[config.mk]
export PLATFORM = sky130hd
export DESIGN_NAME = image_format_sniffer
export DESIGN_NICKNAME = d
export VERILOG_FILES = /design/src/rtl/ifs_pkg.sv /design/src/rtl/ifs_in_reg.sv /design/src/rtl/ifs_parser.sv /design/src/rtl/ifs_out_reg.sv /design/src/rtl/image_format_sniffer.sv
export SDC_FILE = /design/constraint.sdc
export NUM_CORES = 1
export LEC_CHECK = 0
export ABC_AREA = 1
export BUFFER_PORTS_ARGS = -buffer_cell sky130_fd_sc_hd__buf_2
export CAP_MARGIN = 20
export CORE_AREA = 2 2 141 143
export CTS_BUF_LIST = sky130_fd_sc_hd__clkbuf_2
export DETAILED_ROUTE_END_ITERATION = 6
export DIE_AREA = 0 0 143 145
export GPL_TIMING_DRIVEN = 1
export PLACE_DENSITY = 0.73
export SYNTH_ARGS = -nofsm -noshare
export SYNTH_HDL_FRONTEND = slang
export SYNTH_SLANG_ARGS = --single-unit
export TNS_END_PERCENT = 50
[constraint.sdc]
create_clock -name clk_i -period 5.8 [get_ports clk_i]
set_input_delay 1.16 -clock clk_i [delete_from_list [all_inputs] [get_ports clk_i]]
set_output_delay 1.16 -clock clk_i [all_outputs]
set_load 0.005 [all_outputs]
[src/rtl/ifs_pkg.sv]
// Shared types, constants and signature tables for the image format sniffer.
package ifs_pkg;

  // Width of the image length register, byte counter and reported offset.
  localparam int unsigned LenBits = 20;

  // Bytes of interest in the JPEG marker walk.
  localparam logic [7:0] ByteFill  = 8'hFF;
  localparam logic [7:0] ByteSoi   = 8'hD8;
  localparam logic [7:0] ByteSof0  = 8'hC0;
  localparam logic [7:0] ByteSof2  = 8'hC2;
  localparam logic [7:0] ByteEoi   = 8'hD9;

  // Number of signature bytes checked for PNG and for JPEG.
  localparam int unsigned PngSigLen  = 8;
  localparam int unsigned JpegSigLen = 3;

  // Result classes.
  typedef enum logic [1:0] {
    ClsUnknown     = 2'd0,
    ClsPng         = 2'd1,
    ClsBaseline    = 2'd2,
    ClsProgressive = 2'd3
  } class_e;

  // Parser phases, one-hot.
  typedef enum logic [4:0] {
    PhHeader = 5'b00001,
    PhAwait  = 5'b00010,
    PhFill   = 5'b00100,
    PhLenHi  = 5'b01000,
    PhLenLo  = 5'b10000
  } phase_e;

  // One image byte as held in the input register.
  typedef struct packed {
    logic [7:0] data_byte;
    logic       last;
  } item_t;

  // One classification result.
  typedef struct packed {
    class_e              image_class;
    logic [LenBits-1:0]  decided_offset;
  } result_t;

  // Expected PNG signature byte at a header position.
  function automatic logic [7:0] png_sig(input logic [2:0] idx);
    logic [7:0] val;
    case (idx)
      3'd0:    val = 8'h89;
      3'd1:    val = 8'h50;
      3'd2:    val = 8'h4E;
      3'd3:    val = 8'h47;
      3'd4:    val = 8'h0D;
      3'd5:    val = 8'h0A;
      3'd6:    val = 8'h1A;
      3'd7:    val = 8'h0A;
      default: val = 8'h00;
    endcase
    return val;
  endfunction

  // Expected JPEG signature byte at a header position (FF D8 FF).
  function automatic logic [7:0] jpeg_sig(input logic [1:0] idx);
    logic [7:0] val;
    case (idx)
      2'd0:    val = ByteFill;
      2'd1:    val = ByteSoi;
      2'd2:    val = ByteFill;
      default: val = 8'h00;
    endcase
    return val;
  endfunction

endpackage

[src/rtl/ifs_in_reg.sv]
// Input register stage holding one accepted image byte.
module ifs_in_reg
  import ifs_pkg::*;
(
  input  logic  clk_i,
  input  logic  rst_ni,
  input  logic  in_valid_i,
  output logic  in_ready_o,
  input  item_t item_i,
  input  logic  advance_i,
  output logic  valid_o,
  output item_t item_o
);

  logic  valid_q, valid_d;
  item_t item_q;
  logic  load;

  // The register takes a new byte when empty or when its byte moves on.
  assign in_ready_o = !valid_q || advance_i;
  assign load       = in_valid_i && in_ready_o;

  always_comb begin
    valid_d = valid_q;
    if (load) begin
      valid_d = 1'b1;
    end else if (advance_i) begin
      valid_d = 1'b0;
    end
  end

  always_ff @(posedge clk_i or negedge rst_ni) begin
    if (!rst_ni) begin
      valid_q <= 1'b0;
    end else begin
      valid_q <= valid_d;
    end
  end

  // Payload needs no reset.
  always_ff @(posedge clk_i) begin
    if (load) begin
      item_q <= item_i;
    end
  end

  assign valid_o = valid_q;
  assign item_o  = item_q;

endmodule

[src/rtl/ifs_parser.sv]
// Per-byte classification logic: signature check and JPEG marker walk.
module ifs_parser
  import ifs_pkg::*;
(
  input  logic               clk_i,
  input  logic               rst_ni,
  input  logic               step_i,
  input  item_t              item_i,
  input  logic [LenBits-1:0] image_length_i,
  output logic               res_valid_o,
  output result_t            res_o
);

  phase_e             phase_q, phase_d;
  logic [LenBits-1:0] count_q, count_d;
  logic               png_match_q, png_match_d;
  logic               jpeg_match_q, jpeg_match_d;
  logic [7:0]         len_high_q, len_high_d;
  logic [LenBits-1:0] next_marker_q, next_marker_d;
  logic               sent_q, sent_d;

  logic               decided;
  class_e             cls;
  logic [7:0]         b;
  logic [LenBits:0]   len_ext;
  logic [LenBits:0]   i_plus1;
  logic [LenBits:0]   i_plus3;
  logic [15:0]        seg;
  logic [LenBits+1:0] pos;
  logic [LenBits+1:0] pos_plus4;

  assign b         = item_i.data_byte;
  assign len_ext   = {1'b0, image_length_i};
  assign i_plus1   = {1'b0, count_q} + (LenBits+1)'(1);
  assign i_plus3   = {1'b0, count_q} + (LenBits+1)'(3);
  assign seg       = {len_high_q, b};
  assign pos       = {2'b00, count_q} + (LenBits+2)'(seg) - (LenBits+2)'(1);
  assign pos_plus4 = pos + (LenBits+2)'(4);

  // Next state and decision for the byte in the input register.
  always_comb begin
    phase_d       = phase_q;
    count_d       = count_q;
    png_match_d   = png_match_q;
    jpeg_match_d  = jpeg_match_q;
    len_high_d    = len_high_q;
    next_marker_d = next_marker_q;
    sent_d        = sent_q;
    decided       = 1'b0;
    cls           = ClsUnknown;

    if (!sent_q) begin
      case (phase_q)
        PhHeader: begin
          if (image_length_i < LenBits'(PngSigLen)) begin
            decided = 1'b1;
            cls     = ClsUnknown;
          end else if (count_q < LenBits'(PngSigLen)) begin
            if (b != png_sig(count_q[2:0])) begin
              png_match_d = 1'b0;
            end
            if ((count_q < LenBits'(JpegSigLen)) && (b != jpeg_sig(count_q[1:0]))) begin
              jpeg_match_d = 1'b0;
            end
            // Byte 2 of a JPEG is already the first marker prefix.
            if ((count_q == LenBits'(2)) && jpeg_match_d) begin
              phase_d = PhFill;
            end else if (!png_match_d && !jpeg_match_d) begin
              decided = 1'b1;
              cls     = ClsUnknown;
            end else if ((count_q == LenBits'(PngSigLen - 1)) && png_match_d) begin
              decided = 1'b1;
              cls     = ClsPng;
            end
          end
        end
        PhAwait: begin
          // Skip segment payload until the next marker position.
          if (count_q >= next_marker_q) begin
            if (b != ByteFill) begin
              decided = 1'b1;
              cls     = ClsBaseline;
            end else if (i_plus1 >= len_ext) begin
              decided = 1'b1;
              cls     = ClsBaseline;
            end else begin
              phase_d = PhFill;
            end
          end
        end
        PhFill: begin
          // Fill bytes, then the marker code.
          if (b == ByteFill) begin
            if (i_plus1 >= len_ext) begin
              decided = 1'b1;
              cls     = ClsBaseline;
            end
          end else if ((b == ByteSof0) || (b == ByteEoi)) begin
            decided = 1'b1;
            cls     = ClsBaseline;
          end else if (b == ByteSof2) begin
            decided = 1'b1;
            cls     = ClsProgressive;
          end else if (i_plus3 > len_ext) begin
            decided = 1'b1;
            cls     = ClsBaseline;
          end else begin
            phase_d = PhLenHi;
          end
        end
        PhLenHi: begin
          len_high_d = b;
          phase_d    = PhLenLo;
        end
        PhLenLo: begin
          // Segment length known: check it and compute the next marker index.
          if (seg < 16'd2) begin
            decided = 1'b1;
            cls     = ClsBaseline;
          end else if (pos_plus4 > {1'b0, len_ext}) begin
            decided = 1'b1;
            cls     = ClsBaseline;
          end else begin
            next_marker_d = pos[LenBits-1:0];
            phase_d       = PhAwait;
          end
        end
        default: begin
          phase_d = phase_q;
        end
      endcase

      // The image ends while still undecided.
      if (!decided && (item_i.last || (i_plus1 >= len_ext))) begin
        decided = 1'b1;
        cls     = (phase_d == PhHeader) ? ClsUnknown : ClsBaseline;
      end

      if (decided) begin
        sent_d = 1'b1;
      end
    end

    // The last byte re-arms the parser for the next image.
    if (item_i.last) begin
      phase_d       = PhHeader;
      count_d       = '0;
      png_match_d   = 1'b1;
      jpeg_match_d  = 1'b1;
      len_high_d    = '0;
      next_marker_d = LenBits'(2);
      sent_d        = 1'b0;
    end else begin
      count_d = count_q + LenBits'(1);
    end
  end

  always_ff @(posedge clk_i or negedge rst_ni) begin
    if (!rst_ni) begin
      phase_q       <= PhHeader;
      count_q       <= '0;
      png_match_q   <= 1'b1;
      jpeg_match_q  <= 1'b1;
      len_high_q    <= '0;
      next_marker_q <= LenBits'(2);
      sent_q        <= 1'b0;
    end else if (step_i) begin
      phase_q       <= phase_d;
      count_q       <= count_d;
      png_match_q   <= png_match_d;
      jpeg_match_q  <= jpeg_match_d;
      len_high_q    <= len_high_d;
      next_marker_q <= next_marker_d;
      sent_q        <= sent_d;
    end
  end

  assign res_valid_o          = decided;
  assign res_o.image_class    = cls;
  assign res_o.decided_offset = count_q;

endmodule

[src/rtl/ifs_out_reg.sv]
// Result register that holds one classification until it is taken.
module ifs_out_reg
  import ifs_pkg::*;
(
  input  logic    clk_i,
  input  logic    rst_ni,
  input  logic    load_i,
  input  result_t res_i,
  output logic    free_o,
  output logic    out_valid_o,
  input  logic    out_ready_i,
  output result_t res_o
);

  logic    valid_q, valid_d;
  result_t res_q;

  // A slot is free when empty or when its result leaves this cycle.
  assign free_o = !valid_q || out_ready_i;

  always_comb begin
    valid_d = valid_q;
    if (load_i) begin
      valid_d = 1'b1;
    end else if (out_ready_i) begin
      valid_d = 1'b0;
    end
  end

  always_ff @(posedge clk_i or negedge rst_ni) begin
    if (!rst_ni) begin
      valid_q <= 1'b0;
    end else begin
      valid_q <= valid_d;
    end
  end

  always_ff @(posedge clk_i) begin
    if (load_i) begin
      res_q <= res_i;
    end
  end

  assign out_valid_o = valid_q;
  assign res_o       = res_q;

endmodule

[src/rtl/image_format_sniffer.sv]
// Top level of the image format sniffer.
// The block takes one image byte per clock cycle and reports one class per image
// (unknown, PNG, baseline JPEG or progressive JPEG) with the byte offset at which
// the class became final. Write the image length before the first byte of an image;
// the last flag re-arms the block for the next image. A byte passes an input register
// and is classified from it; the result that the byte decides is loaded into the result
// register when the byte leaves the input register, and is offered from there.
// Throughput is one byte per cycle; a byte is held in the input register only while
// the result register is full and not being taken.
module image_format_sniffer
  import ifs_pkg::*;
(
  input  logic               clk_i,
  input  logic               rst_ni,
  input  logic               cfg_valid_i,
  output logic               cfg_ready_o,
  input  logic [LenBits-1:0] image_length_i,
  input  logic               in_valid_i,
  output logic               in_ready_o,
  input  logic [7:0]         data_byte_i,
  input  logic               last_i,
  output logic               out_valid_o,
  input  logic               out_ready_i,
  output logic [1:0]         image_class_o,
  output logic [LenBits-1:0] decided_offset_o
);

  logic [LenBits-1:0] image_length_q;
  item_t              in_item;
  item_t              s1_item;
  logic               s1_valid;
  logic               advance;
  logic               out_free;
  logic               res_valid;
  result_t            res;
  result_t            out_res;

  // Image length register; writes are always taken.
  assign cfg_ready_o = 1'b1;

  always_ff @(posedge clk_i or negedge rst_ni) begin
    if (!rst_ni) begin
      image_length_q <= '0;
    end else if (cfg_valid_i && cfg_ready_o) begin
      image_length_q <= image_length_i;
    end
  end

  assign in_item.data_byte = data_byte_i;
  assign in_item.last      = last_i;

  // The held byte is processed once the result register has room.
  assign advance = s1_valid && out_free;

  ifs_in_reg u_in_reg (
    .clk_i      (clk_i),
    .rst_ni     (rst_ni),
    .in_valid_i (in_valid_i),
    .in_ready_o (in_ready_o),
    .item_i     (in_item),
    .advance_i  (advance),
    .valid_o    (s1_valid),
    .item_o     (s1_item)
  );

  ifs_parser u_parser (
    .clk_i          (clk_i),
    .rst_ni         (rst_ni),
    .step_i         (advance),
    .item_i         (s1_item),
    .image_length_i (image_length_q),
    .res_valid_o    (res_valid),
    .res_o          (res)
  );

  ifs_out_reg u_out_reg (
    .clk_i       (clk_i),
    .rst_ni      (rst_ni),
    .load_i      (advance && res_valid),
    .res_i       (res),
    .free_o      (out_free),
    .out_valid_o (out_valid_o),
    .out_ready_i (out_ready_i),
    .res_o       (out_res)
  );

  assign image_class_o    = out_res.image_class;
  assign decided_offset_o = out_res.decided_offset;

`ifndef ASSERT_OFF
  // A PNG is only ever decided on the last signature byte.
  assert property (@(posedge clk_i) disable iff (!rst_ni)
    out_valid_o && (image_class_o == ClsPng) |-> decided_offset_o == LenBits'(PngSigLen - 1))
    else $error("PNG result at an offset other than the last signature byte");

  // A progressive JPEG needs at least one marker code after the signature.
  assert property (@(posedge clk_i) disable iff (!rst_ni)
    out_valid_o && (image_class_o == ClsProgressive) |-> decided_offset_o >= LenBits'(3))
    else $error("Progressive result before the first marker code");

  // A result is never loaded over one that has not been transferred.
  assert property (@(posedge clk_i) disable iff (!rst_ni)
    advance && res_valid |-> !out_valid_o || out_ready_i)
    else $error("Result register overwritten while still holding a result");
`endif

endmodule

==> flow_summary.html, run 1 <==
<table>
<tr><th>Metric</th><th>Value</th></tr>
<tr><th colspan="2">Route</th></tr>
<tr><td>Detailed-route DRC error count</td><td>0</td></tr>
<tr><td>Average wire length per cell after detail routing</td><td>17.68 um</td></tr>
<tr><td>Residual antenna-violating net count after detailed routing</td><td>0</td></tr>
<tr><td>Total via count in the routed design</td><td>9,122</td></tr>
<tr><td>First-pass iteration count of the detailed router</td><td>5</td></tr>
<tr><td>Number of DRC markers after the initial detailed-route iteration</td><td>897</td></tr>
<tr><td>Average vias per placed instance</td><td>5.456</td></tr>
<tr><td>Routed Wire Length</td><td>29.56 mm</td></tr>
<tr><th colspan="2">Finish</th></tr>
<tr><td>Share of final-layout standard cells stronger than drive strength 1</td><td>11.46%</td></tr>
<tr><td>Post-Layout Inst Area</td><td>10,430 um^2</td></tr>
<tr><td>Final layout net count</td><td>1,538</td></tr>
<tr><td>Area Growth Syn to Fin</td><td>10.72%</td></tr>
<tr><td>Util after Layout</td><td>54.28%</td></tr>
<tr><th colspan="2">Synth</th></tr>
<tr><td>Most repeated cell in the gate-level netlist after synthesis</td><td>nand2_1</td></tr>
<tr><td>Post-Syn Nets</td><td>1,452</td></tr>
<tr><td>Cell taking the most area after synthesis</td><td>dfrtp_1</td></tr>
<tr><td>Post-synthesis average cell area</td><td>7.165 um^2</td></tr>
<tr><td>Yosys Warn Count</td><td>0</td></tr>
<tr><td>Post-synth cell types</td><td>55</td></tr>
<tr><td>Post-synthesis cell area</td><td>9415 um^2</td></tr>
<tr><td>EDFF count, synth</td><td>31</td></tr>
<tr><td>Dominant synthesized flop cell</td><td>dfrtp_1</td></tr>
<tr><td>Most area-consuming cells after synthesis</td><td>dfrtp_1 (20%), ha_1 (14%), nand2_1 (13%)</td></tr>
<tr><td>Portion of synthesized cell area occupied by the leading cell type</td><td>19.67%</td></tr>
<tr><td>Async set or reset register ratio after synthesis</td><td>71.56%</td></tr>
<tr><td>Sequential-to-total area share from yosys stat</td><td>30.67%</td></tr>
<tr><td>Top post-synthesis cells by count</td><td>nand2_1 (316), inv_1 (228), ha_1 (103), nor2_1 (101), nand3_1 (93)</td></tr>
<tr><td>Synthesized netlist cell count</td><td>1,314</td></tr>
<tr><td>Flop and latch count out of synthesis</td><td>109</td></tr>
<tr><th colspan="2">Global routing</th></tr>
<tr><td>Wire length of the first global-routing pass</td><td>45.39 mm</td></tr>
<tr><td>GRT Overall Usage</td><td>28.69%</td></tr>
<tr><td>Via count of the first global-routing pass</td><td>8,483</td></tr>
<tr><td>Grt total ovfl</td><td>0</td></tr>
<tr><td>Maximum number of pins on one net before global-route repair</td><td>73</td></tr>
<tr><td>Initial antenna violation count</td><td>1</td></tr>
<tr><th colspan="2">Critical path</th></tr>
<tr><td>Nature of the critical path endpoint</td><td>flip-flop</td></tr>
<tr><td>Critical path peak fanout</td><td>16</td></tr>
<tr><td>Arrival time at the worst endpoint</td><td>5.91 ns</td></tr>
<tr><td>Worst setup path category</td><td>flip-flop to flip-flop</td></tr>
<tr><td>Highest cell delay on the worst timing path</td><td>0.51 ns</td></tr>
<tr><td>Crit-path most repeated cell</td><td>nand2_1</td></tr>
<tr><td>Type of origin of the critical path</td><td>flip-flop</td></tr>
<tr><td>Required time reported for the critical path endpoint</td><td>6.22 ns</td></tr>
<tr><td>Cell at the slowest stage of the critical path</td><td>edfxtp_1</td></tr>
<tr><th colspan="2">Floorplanning</th></tr>
<tr><td>Die Area</td><td>20,740 um^2</td></tr>
<tr><td>Starting utilization of the core area</td><td>49.02%</td></tr>
<tr><td>Placeable Area</td><td>19,210 um^2</td></tr>
<tr><td>Core Rows</td><td>51</td></tr>
<tr><td>Width of the die</td><td>143 um</td></tr>
<tr><td>DIE HEIGHT</td><td>145 um</td></tr>
<tr><td>Io pins</td><td>59</td></tr>
<tr><th colspan="2">Timing</th></tr>
<tr><td>Setup TNS</td><td>0 ns</td></tr>
<tr><td>Final-report max-slew violation count</td><td>0</td></tr>
<tr><td>Final setup margin</td><td>0.3111 ns</td></tr>
<tr><td>Final critical delay including setup and external delays</td><td>5.489 ns</td></tr>
<tr><td>Peak Freq</td><td>182.2 MHz</td></tr>
<tr><td>Worst Clk Skew</td><td>0.03115 ns</td></tr>
<tr><td>Share of the clock period used by the worst path after layout</td><td>94.64%</td></tr>
<tr><td>Slew headroom</td><td>30.85%</td></tr>
<tr><td>Total of endpoints with negative setup slack in the final report</td><td>0</td></tr>
<tr><td>Endpoints failing hold</td><td>0</td></tr>
<tr><td>Transition time of the tightest slew-check pin</td><td>1.028 ns</td></tr>
<tr><th colspan="2">Power and ir drop</th></tr>
<tr><td>PwrDens</td><td>240.4 nW/um^2</td></tr>
<tr><td>Leak</td><td>5.544 nW</td></tr>
<tr><td>Design Power</td><td>0.002507 W</td></tr>
<tr><td>IR drop worst, VDD</td><td>0.0001583 V</td></tr>
<tr><th colspan="2">Clocking</th></tr>
<tr><td>Clock tree from TritonCTS</td><td>yes</td></tr>
<tr><td>H-tree Lvls</td><td>3</td></tr>
<tr><td>Clock sinks</td><td>109</td></tr>
<tr><td>Clock input transition at the sequential cells of the worst setup and hold paths</td><td>0.31 ns</td></tr>
<tr><td>Max clock buf depth</td><td>2</td></tr>
<tr><td>Total clock buffers created by CTS</td><td>9</td></tr>
<tr><td>Root Driver</td><td>clkbuf_2</td></tr>
<tr><td>Worst-Skew Late Latency</td><td>0.67 ns</td></tr>
<tr><th colspan="2">Worst hold path</th></tr>
<tr><td>Worst hold path type</td><td>primary input to async pin</td></tr>
<tr><th colspan="2">Place</th></tr>
<tr><td>Global placement routability congestion</td><td>0.9629</td></tr>
<tr><td>DPL Wire Length</td><td>23.86 mm</td></tr>
<tr><td>Post-Place Setup Slack</td><td>0.05840 ns</td></tr>
<tr><td>IO buf count</td><td>57</td></tr>
<tr><td>Placed standard-cell area</td><td>10,150 um^2</td></tr>
<tr><th colspan="2">Outcome</th></tr>
<tr><td>Outcome</td><td>finished, final reports clean</td></tr>
<tr><th colspan="2">Run</th></tr>
<tr><td>Max cap viols</td><td>0</td></tr>
</table>
==> cells in the final DEF (no fill, tap or decap), drive strengths merged, types with 4 or more instances in the layout <==
master / netlist / layout
nand3b: 6 / 6
inv: 232 / 233
clkbuf: 9 / 9
nor4: 18 / 18
nand3: 99 / 99
a211oi: 5 / 5
edfxtp: 31 / 31
xnor2: 4 / 4
nand2: 330 / 330
a21oi: 48 / 48
buf: 5 / 89
nand4: 30 / 30
nor3: 21 / 21
xor2: 52 / 52
o22ai: 16 / 16
dfrtp: 74 / 74
clkinv: 2 / 4
o21bai: 4 / 4
nor2: 112 / 112
o21a: 4 / 4
ha: 103 / 103
dfstp: 4 / 4
o21ai: 80 / 80
==> critical path, delay by kind of cell, from the launching register on <==
kind                     cells  cell delay (ns)
AO/OA/AOI/OAI                3             0.26
buffers and inverters        3             0.30
AND/OR/NAND/NOR             25             3.02
flip-flops                   1             0.51
adder cells (fa/ha/maj)      4             1.13
==> path summary, 6_finish.rpt <==
kind / slack [ns] / endpoint / cells after the start / start
setup / recovery: 0.31 / u_out_reg.res_o[16] / 35 / u_in_reg.item_o[1]
max in group asynchronous: 4.38 / u_parser.next_marker_q[14] / 2 / rst_ni
setup reg to reg: 0.31 / u_out_reg.res_o[16] / 35 / u_in_reg.item_o[1]
min in group clk_i: 0.51 / u_parser.next_marker_q[1] / 2 / u_parser.next_marker_q[1]
hold / removal: 0.25 / u_parser.len_high_q[0] / 1 / rst_ni
hold reg to reg: 0.51 / u_parser.next_marker_q[1] / 2 / u_parser.next_marker_q[1]
==> registers in the layout (all words and copies together), names as in the netlist <==
register and flops:
u_out_reg.out_valid_o 1, image_length_q 20, u_parser.next_marker_q 20, u_out_reg.res_o 22, u_in_reg.valid_o 1, u_in_reg.item_o 9, u_parser.sent_q 1, u_parser.count_q 20
u_parser.phase_q 5, u_parser.png_match_q 1, u_parser.jpeg_match_q 1, u_parser.len_high_q 8
==> per-layer routing <==
metal | track usage, % | part of all wire, % | wire length, um | up-vias
met5 | 0 | 0 | 0 | -
met4 | 11.53 | 3.7 | 1091 | 0
met3 | 4.719 | 8.2 | 2421 | 54
met2 | 42.63 | 43 | 12790 | 372
met1 | 41.39 | 45 | 13260 | 4217
li1 | - | - | - | 4479
==> final cells by class <==
cell class / count / area (um^2)
Inverter: 234 / 878.3
Antenna cell: 2 / 5.005
Fill cell: 1920 / 8782
Timing Repair Buffer: 89 / 544.3
Multi-Input combinational cell: 957 / 5634
Clock buffer: 9 / 45.04
Clock inverter: 7 / 98.84
Sequential cell: 109 / 2888
Tap cell: 265 / 331.6
==> power breakdown <==
group	total [W]	internal, W	switching [W]
registers	0.000940	0.000893	0.0000472
clock network	0.000439	0.000145	0.000295
logic	0.00113	0.000394	0.000733
total	0.00251	0.00143	0.00108
==> stage by stage <==
stage,std cells,hold WS (ns)
3_3_place_gp,1645,0.4807
4_1_cts,1661,0.2015
3_5_place_dp,1645,0.4890
5_1_grt,1672,0.1951
6_report,1672,0.2481
2_1_floorplan,1314,0.4478
==> kinds of logic (layout without fill, tap and decap cells) <==
logic type / count (synthesis) / count (layout) / share of synthesized area (%)
adders and majority gates: 104 / 104 / 13.90
xor gates and xnor gates: 56 / 56 / 5.289
other: 1 / 3 / 0.03983
muxes: 1 / 1 / 0.1196
AOI/OAI and AO/OA: 171 / 171 / 10.25
DFF: 109 / 109 / 30.67
and+or+nand+nor: 624 / 624 / 29.63
buffers and inverters: 248 / 339 / 10.10
==> timing repair <==
item	in CTS	in global routing
pin swaps	0	10
endpoints found under the setup margin	2	47
hold buffers	0	0
gates resized for setup	1	13
buffers inserted	0	9
No activity file was read; power rests on OpenSTA's default activity.
==> inputs of run 2 (changes only) <==
- MAX_ROUTING_LAYER: unset -> met4
==> run 2 against run 1 <==
- the run now ends with design-rule violations left
- die area is the same
- maximum frequency increased by 1.4%
- count of clock-buffer cells in the layout grew 1
- critical path depth is 1 lower
- sequential power barely moved
- clock skew increased by 0.0039 ns
- final cell count down 0.18%
- combinational power hardly changed
- critical endpoint is now u_out_reg.res_o[7]
==> flow_summary.html, run 2 (synthesis gave the netlist of run 1 again) <==
<table>
<tr><th>Metric</th><th>Value</th></tr>
<tr><th colspan="2">Outcome</th></tr>
<tr><td>Outcome</td><td>finished with violations</td></tr>
<tr><td>Failing checks</td><td>design-rule violations</td></tr>
<tr><th colspan="2">Critical path</th></tr>
<tr><td>Required time reported for the critical path endpoint</td><td>6.20 ns</td></tr>
<tr><td>R2R depth</td><td>34</td></tr>
<tr><td>Cell at the slowest stage of the critical path</td><td>edfxtp_1</td></tr>
<tr><td>Worst setup path category</td><td>flip-flop to flip-flop</td></tr>
<tr><td>Setup slack on the worst flop-to-flop path</td><td>0.39 ns</td></tr>
<tr><td>Arrival time at the worst endpoint</td><td>5.82 ns</td></tr>
<tr><td>Crit-path most repeated cell</td><td>nand2_1</td></tr>
<tr><td>Critical path peak fanout</td><td>16</td></tr>
<tr><td>Highest cell delay on the worst timing path</td><td>0.53 ns</td></tr>
<tr><td>Type of origin of the critical path</td><td>flip-flop</td></tr>
<tr><td>Nature of the critical path endpoint</td><td>flip-flop</td></tr>
<tr><th colspan="2">Power and ir drop</th></tr>
<tr><td>IR drop worst, VDD</td><td>0.0001816 V</td></tr>
<tr><td>Leak</td><td>5.509 nW</td></tr>
<tr><td>PwrDens</td><td>230.4 nW/um^2</td></tr>
<tr><th colspan="2">Place</th></tr>
<tr><td>DPL Wire Length</td><td>24.31 mm</td></tr>
<tr><td>IO buf count</td><td>57</td></tr>
<tr><td>Global placement routability congestion</td><td>1.056</td></tr>
<tr><td>Placed standard-cell area</td><td>10,140 um^2</td></tr>
<tr><th colspan="2">Global routing</th></tr>
<tr><td>Grt total ovfl</td><td>0</td></tr>
<tr><td>Wire length of the first global-routing pass</td><td>46.30 mm</td></tr>
<tr><td>Via count of the first global-routing pass</td><td>8,593</td></tr>
<tr><td>Initial antenna violation count</td><td>2</td></tr>
<tr><td>GRT Overall Usage</td><td>30.17%</td></tr>
<tr><td>Maximum number of pins on one net before global-route repair</td><td>75</td></tr>
<tr><th colspan="2">Clocking</th></tr>
<tr><td>Total clock buffers created by CTS</td><td>9</td></tr>
<tr><td>Root Driver</td><td>clkbuf_2</td></tr>
<tr><td>Worst-Skew Late Latency</td><td>0.68 ns</td></tr>
<tr><td>H-tree Lvls</td><td>3</td></tr>
<tr><td>Max clock buf depth</td><td>2</td></tr>
<tr><td>Clock input transition at the sequential cells of the worst setup and hold paths</td><td>0.28 ns</td></tr>
<tr><td>Clock tree from TritonCTS</td><td>yes</td></tr>
<tr><td>Clock sinks</td><td>109</td></tr>
<tr><td>Hold bufs inserted after CTS</td><td>0</td></tr>
<tr><th colspan="2">Timing</th></tr>
<tr><td>Final-report max-slew violation count</td><td>0</td></tr>
<tr><td>Transition time of the tightest slew-check pin</td><td>0.9299 ns</td></tr>
<tr><td>Share of the clock period used by the worst path after layout</td><td>93.36%</td></tr>
<tr><td>Slew headroom</td><td>37.43%</td></tr>
<tr><td>Total of endpoints with negative setup slack in the final report</td><td>0</td></tr>
<tr><td>Peak Freq</td><td>184.7 MHz</td></tr>
<tr><td>Final critical delay including setup and external delays</td><td>5.415 ns</td></tr>
<tr><td>Worst Clk Skew</td><td>0.03509 ns</td></tr>
<tr><td>Endpoints failing hold</td><td>0</td></tr>
<tr><td>Hold slack final</td><td>0.2349 ns</td></tr>
<tr><th colspan="2">Finish</th></tr>
<tr><td>Top library cells by usage in the layout, fill and taps aside</td><td>nand2_1 (315), inv_1 (228), ha_1 (102)</td></tr>
<tr><td>Most frequent standard cell in the layout excluding fill and tap cells</td><td>nand2_1</td></tr>
<tr><td>Final layout net count</td><td>1,534</td></tr>
<tr><td>Share of final-layout standard cells stronger than drive strength 1</td><td>11.13%</td></tr>
<tr><td>Util after Layout</td><td>54.07%</td></tr>
<tr><td>Post-Layout Inst Area</td><td>10,390 um^2</td></tr>
<tr><td>Max reg flops</td><td>22</td></tr>
<tr><td>Area Growth Syn to Fin</td><td>10.30%</td></tr>
<tr><th colspan="2">Floorplanning</th></tr>
<tr><td>Io pins</td><td>59</td></tr>
<tr><td>Placeable Area</td><td>19,210 um^2</td></tr>
<tr><td>DIE HEIGHT</td><td>145 um</td></tr>
<tr><td>Starting utilization of the core area</td><td>49.02%</td></tr>
<tr><td>Die Area</td><td>20,740 um^2</td></tr>
<tr><td>Core Rows</td><td>51</td></tr>
<tr><td>Width of the die</td><td>143 um</td></tr>
<tr><th colspan="2">Worst hold path</th></tr>
<tr><td>Worst hold path type</td><td>primary input to async pin</td></tr>
<tr><th colspan="2">Route</th></tr>
<tr><td>First-pass iteration count of the detailed router</td><td>7</td></tr>
<tr><td>Number of DRC markers after the initial detailed-route iteration</td><td>890</td></tr>
<tr><td>Routed Wire Length</td><td>29.95 mm</td></tr>
<tr><td>Average wire length per cell after detail routing</td><td>17.95 um</td></tr>
<tr><td>Average vias per placed instance</td><td>5.535</td></tr>
<tr><td>Detailed-route DRC error count</td><td>24</td></tr>
<tr><td>Residual antenna-violating net count after detailed routing</td><td>0</td></tr>
<tr><td>Total via count in the routed design</td><td>9,238</td></tr>
<tr><th colspan="2">Run</th></tr>
<tr><td>Max cap viols</td><td>0</td></tr>
</table>
-- run 2: worst max-delay path, delay by kind of cell, from the launching register on --
family                   cells  cell delay, ns
AND/OR/NAND/NOR             22            2.55
buffers and inverters        4            0.43
adder cells (fa/ha/maj)      5            1.38
flip-flops                   1            0.53
AO/OA/AOI/OAI                3            0.27
-- run 2: report_power, final --
group / total [W] / internal (W) / switching (W)
clock network: 0.000343 / 0.0000575 / 0.000286
registers: 0.000942 / 0.000893 / 0.0000493
logic: 0.00111 / 0.000383 / 0.000725
total: 0.00239 / 0.00133 / 0.00106
-- run 2: cell type report --
type	instances	area [um^2]
Timing Repair Buffer	85	525.5
Fill cell	1899	8822
Clock inverter	6	37.54
Inverter	234	878.3
Tap cell	265	331.6
Clock buffer	10	50.05
Multi-Input combinational cell	957	5667
Sequential cell	109	2888
Antenna cell	3	7.507
-- run 2: final timing paths --
kind                                      startpoint                         end
min in group clk_i         u_parser.next_marker_q[1]   u_parser.next_marker_q[1]
min reg2reg                u_parser.next_marker_q[1]   u_parser.next_marker_q[1]
max reg2reg                       u_in_reg.item_o[1]          u_out_reg.res_o[7]
max in group asynchronous                     rst_ni  u_parser.next_marker_q[15]
min                                           rst_ni      u_parser.len_high_q[1]
max                               u_in_reg.item_o[1]          u_out_reg.res_o[7]
-- run 2: metal layers --
layer  vias to the layer above  GRT usage, %  wire (um)
met3                        72         4.587       2367
met5                         -             -          0
met4                         0         12.13       1250
met2                       373         43.80      13180
met1                      4320         42.17      13150
li1                       4473             -          -
-- run 2: per-stage QoR --
step | total power, W | setup TNS [ns] | instances | setup slack (ns)
global route | 0.002564 | -0.3356 | 1668 | -0.03596
floorplan | 0.001650 | 0 | 1314 | 0.08384
global placement | 0.002001 | 0 | 1646 | 0.2928
detailed placement | 0.002014 | 0 | 1646 | 0.1050
CTS | 0.002352 | 0 | 1662 | 0.05705
finish | 0.002393 | 0 | 1669 | 0.3853
-- run 2: repair_timing --
| item | CTS | global route |
|---|---|---|
| resized for setup | 0 | 18 |
| endpoints found under the setup margin | 0 | 47 |
| setup buffers | 0 | 3 |
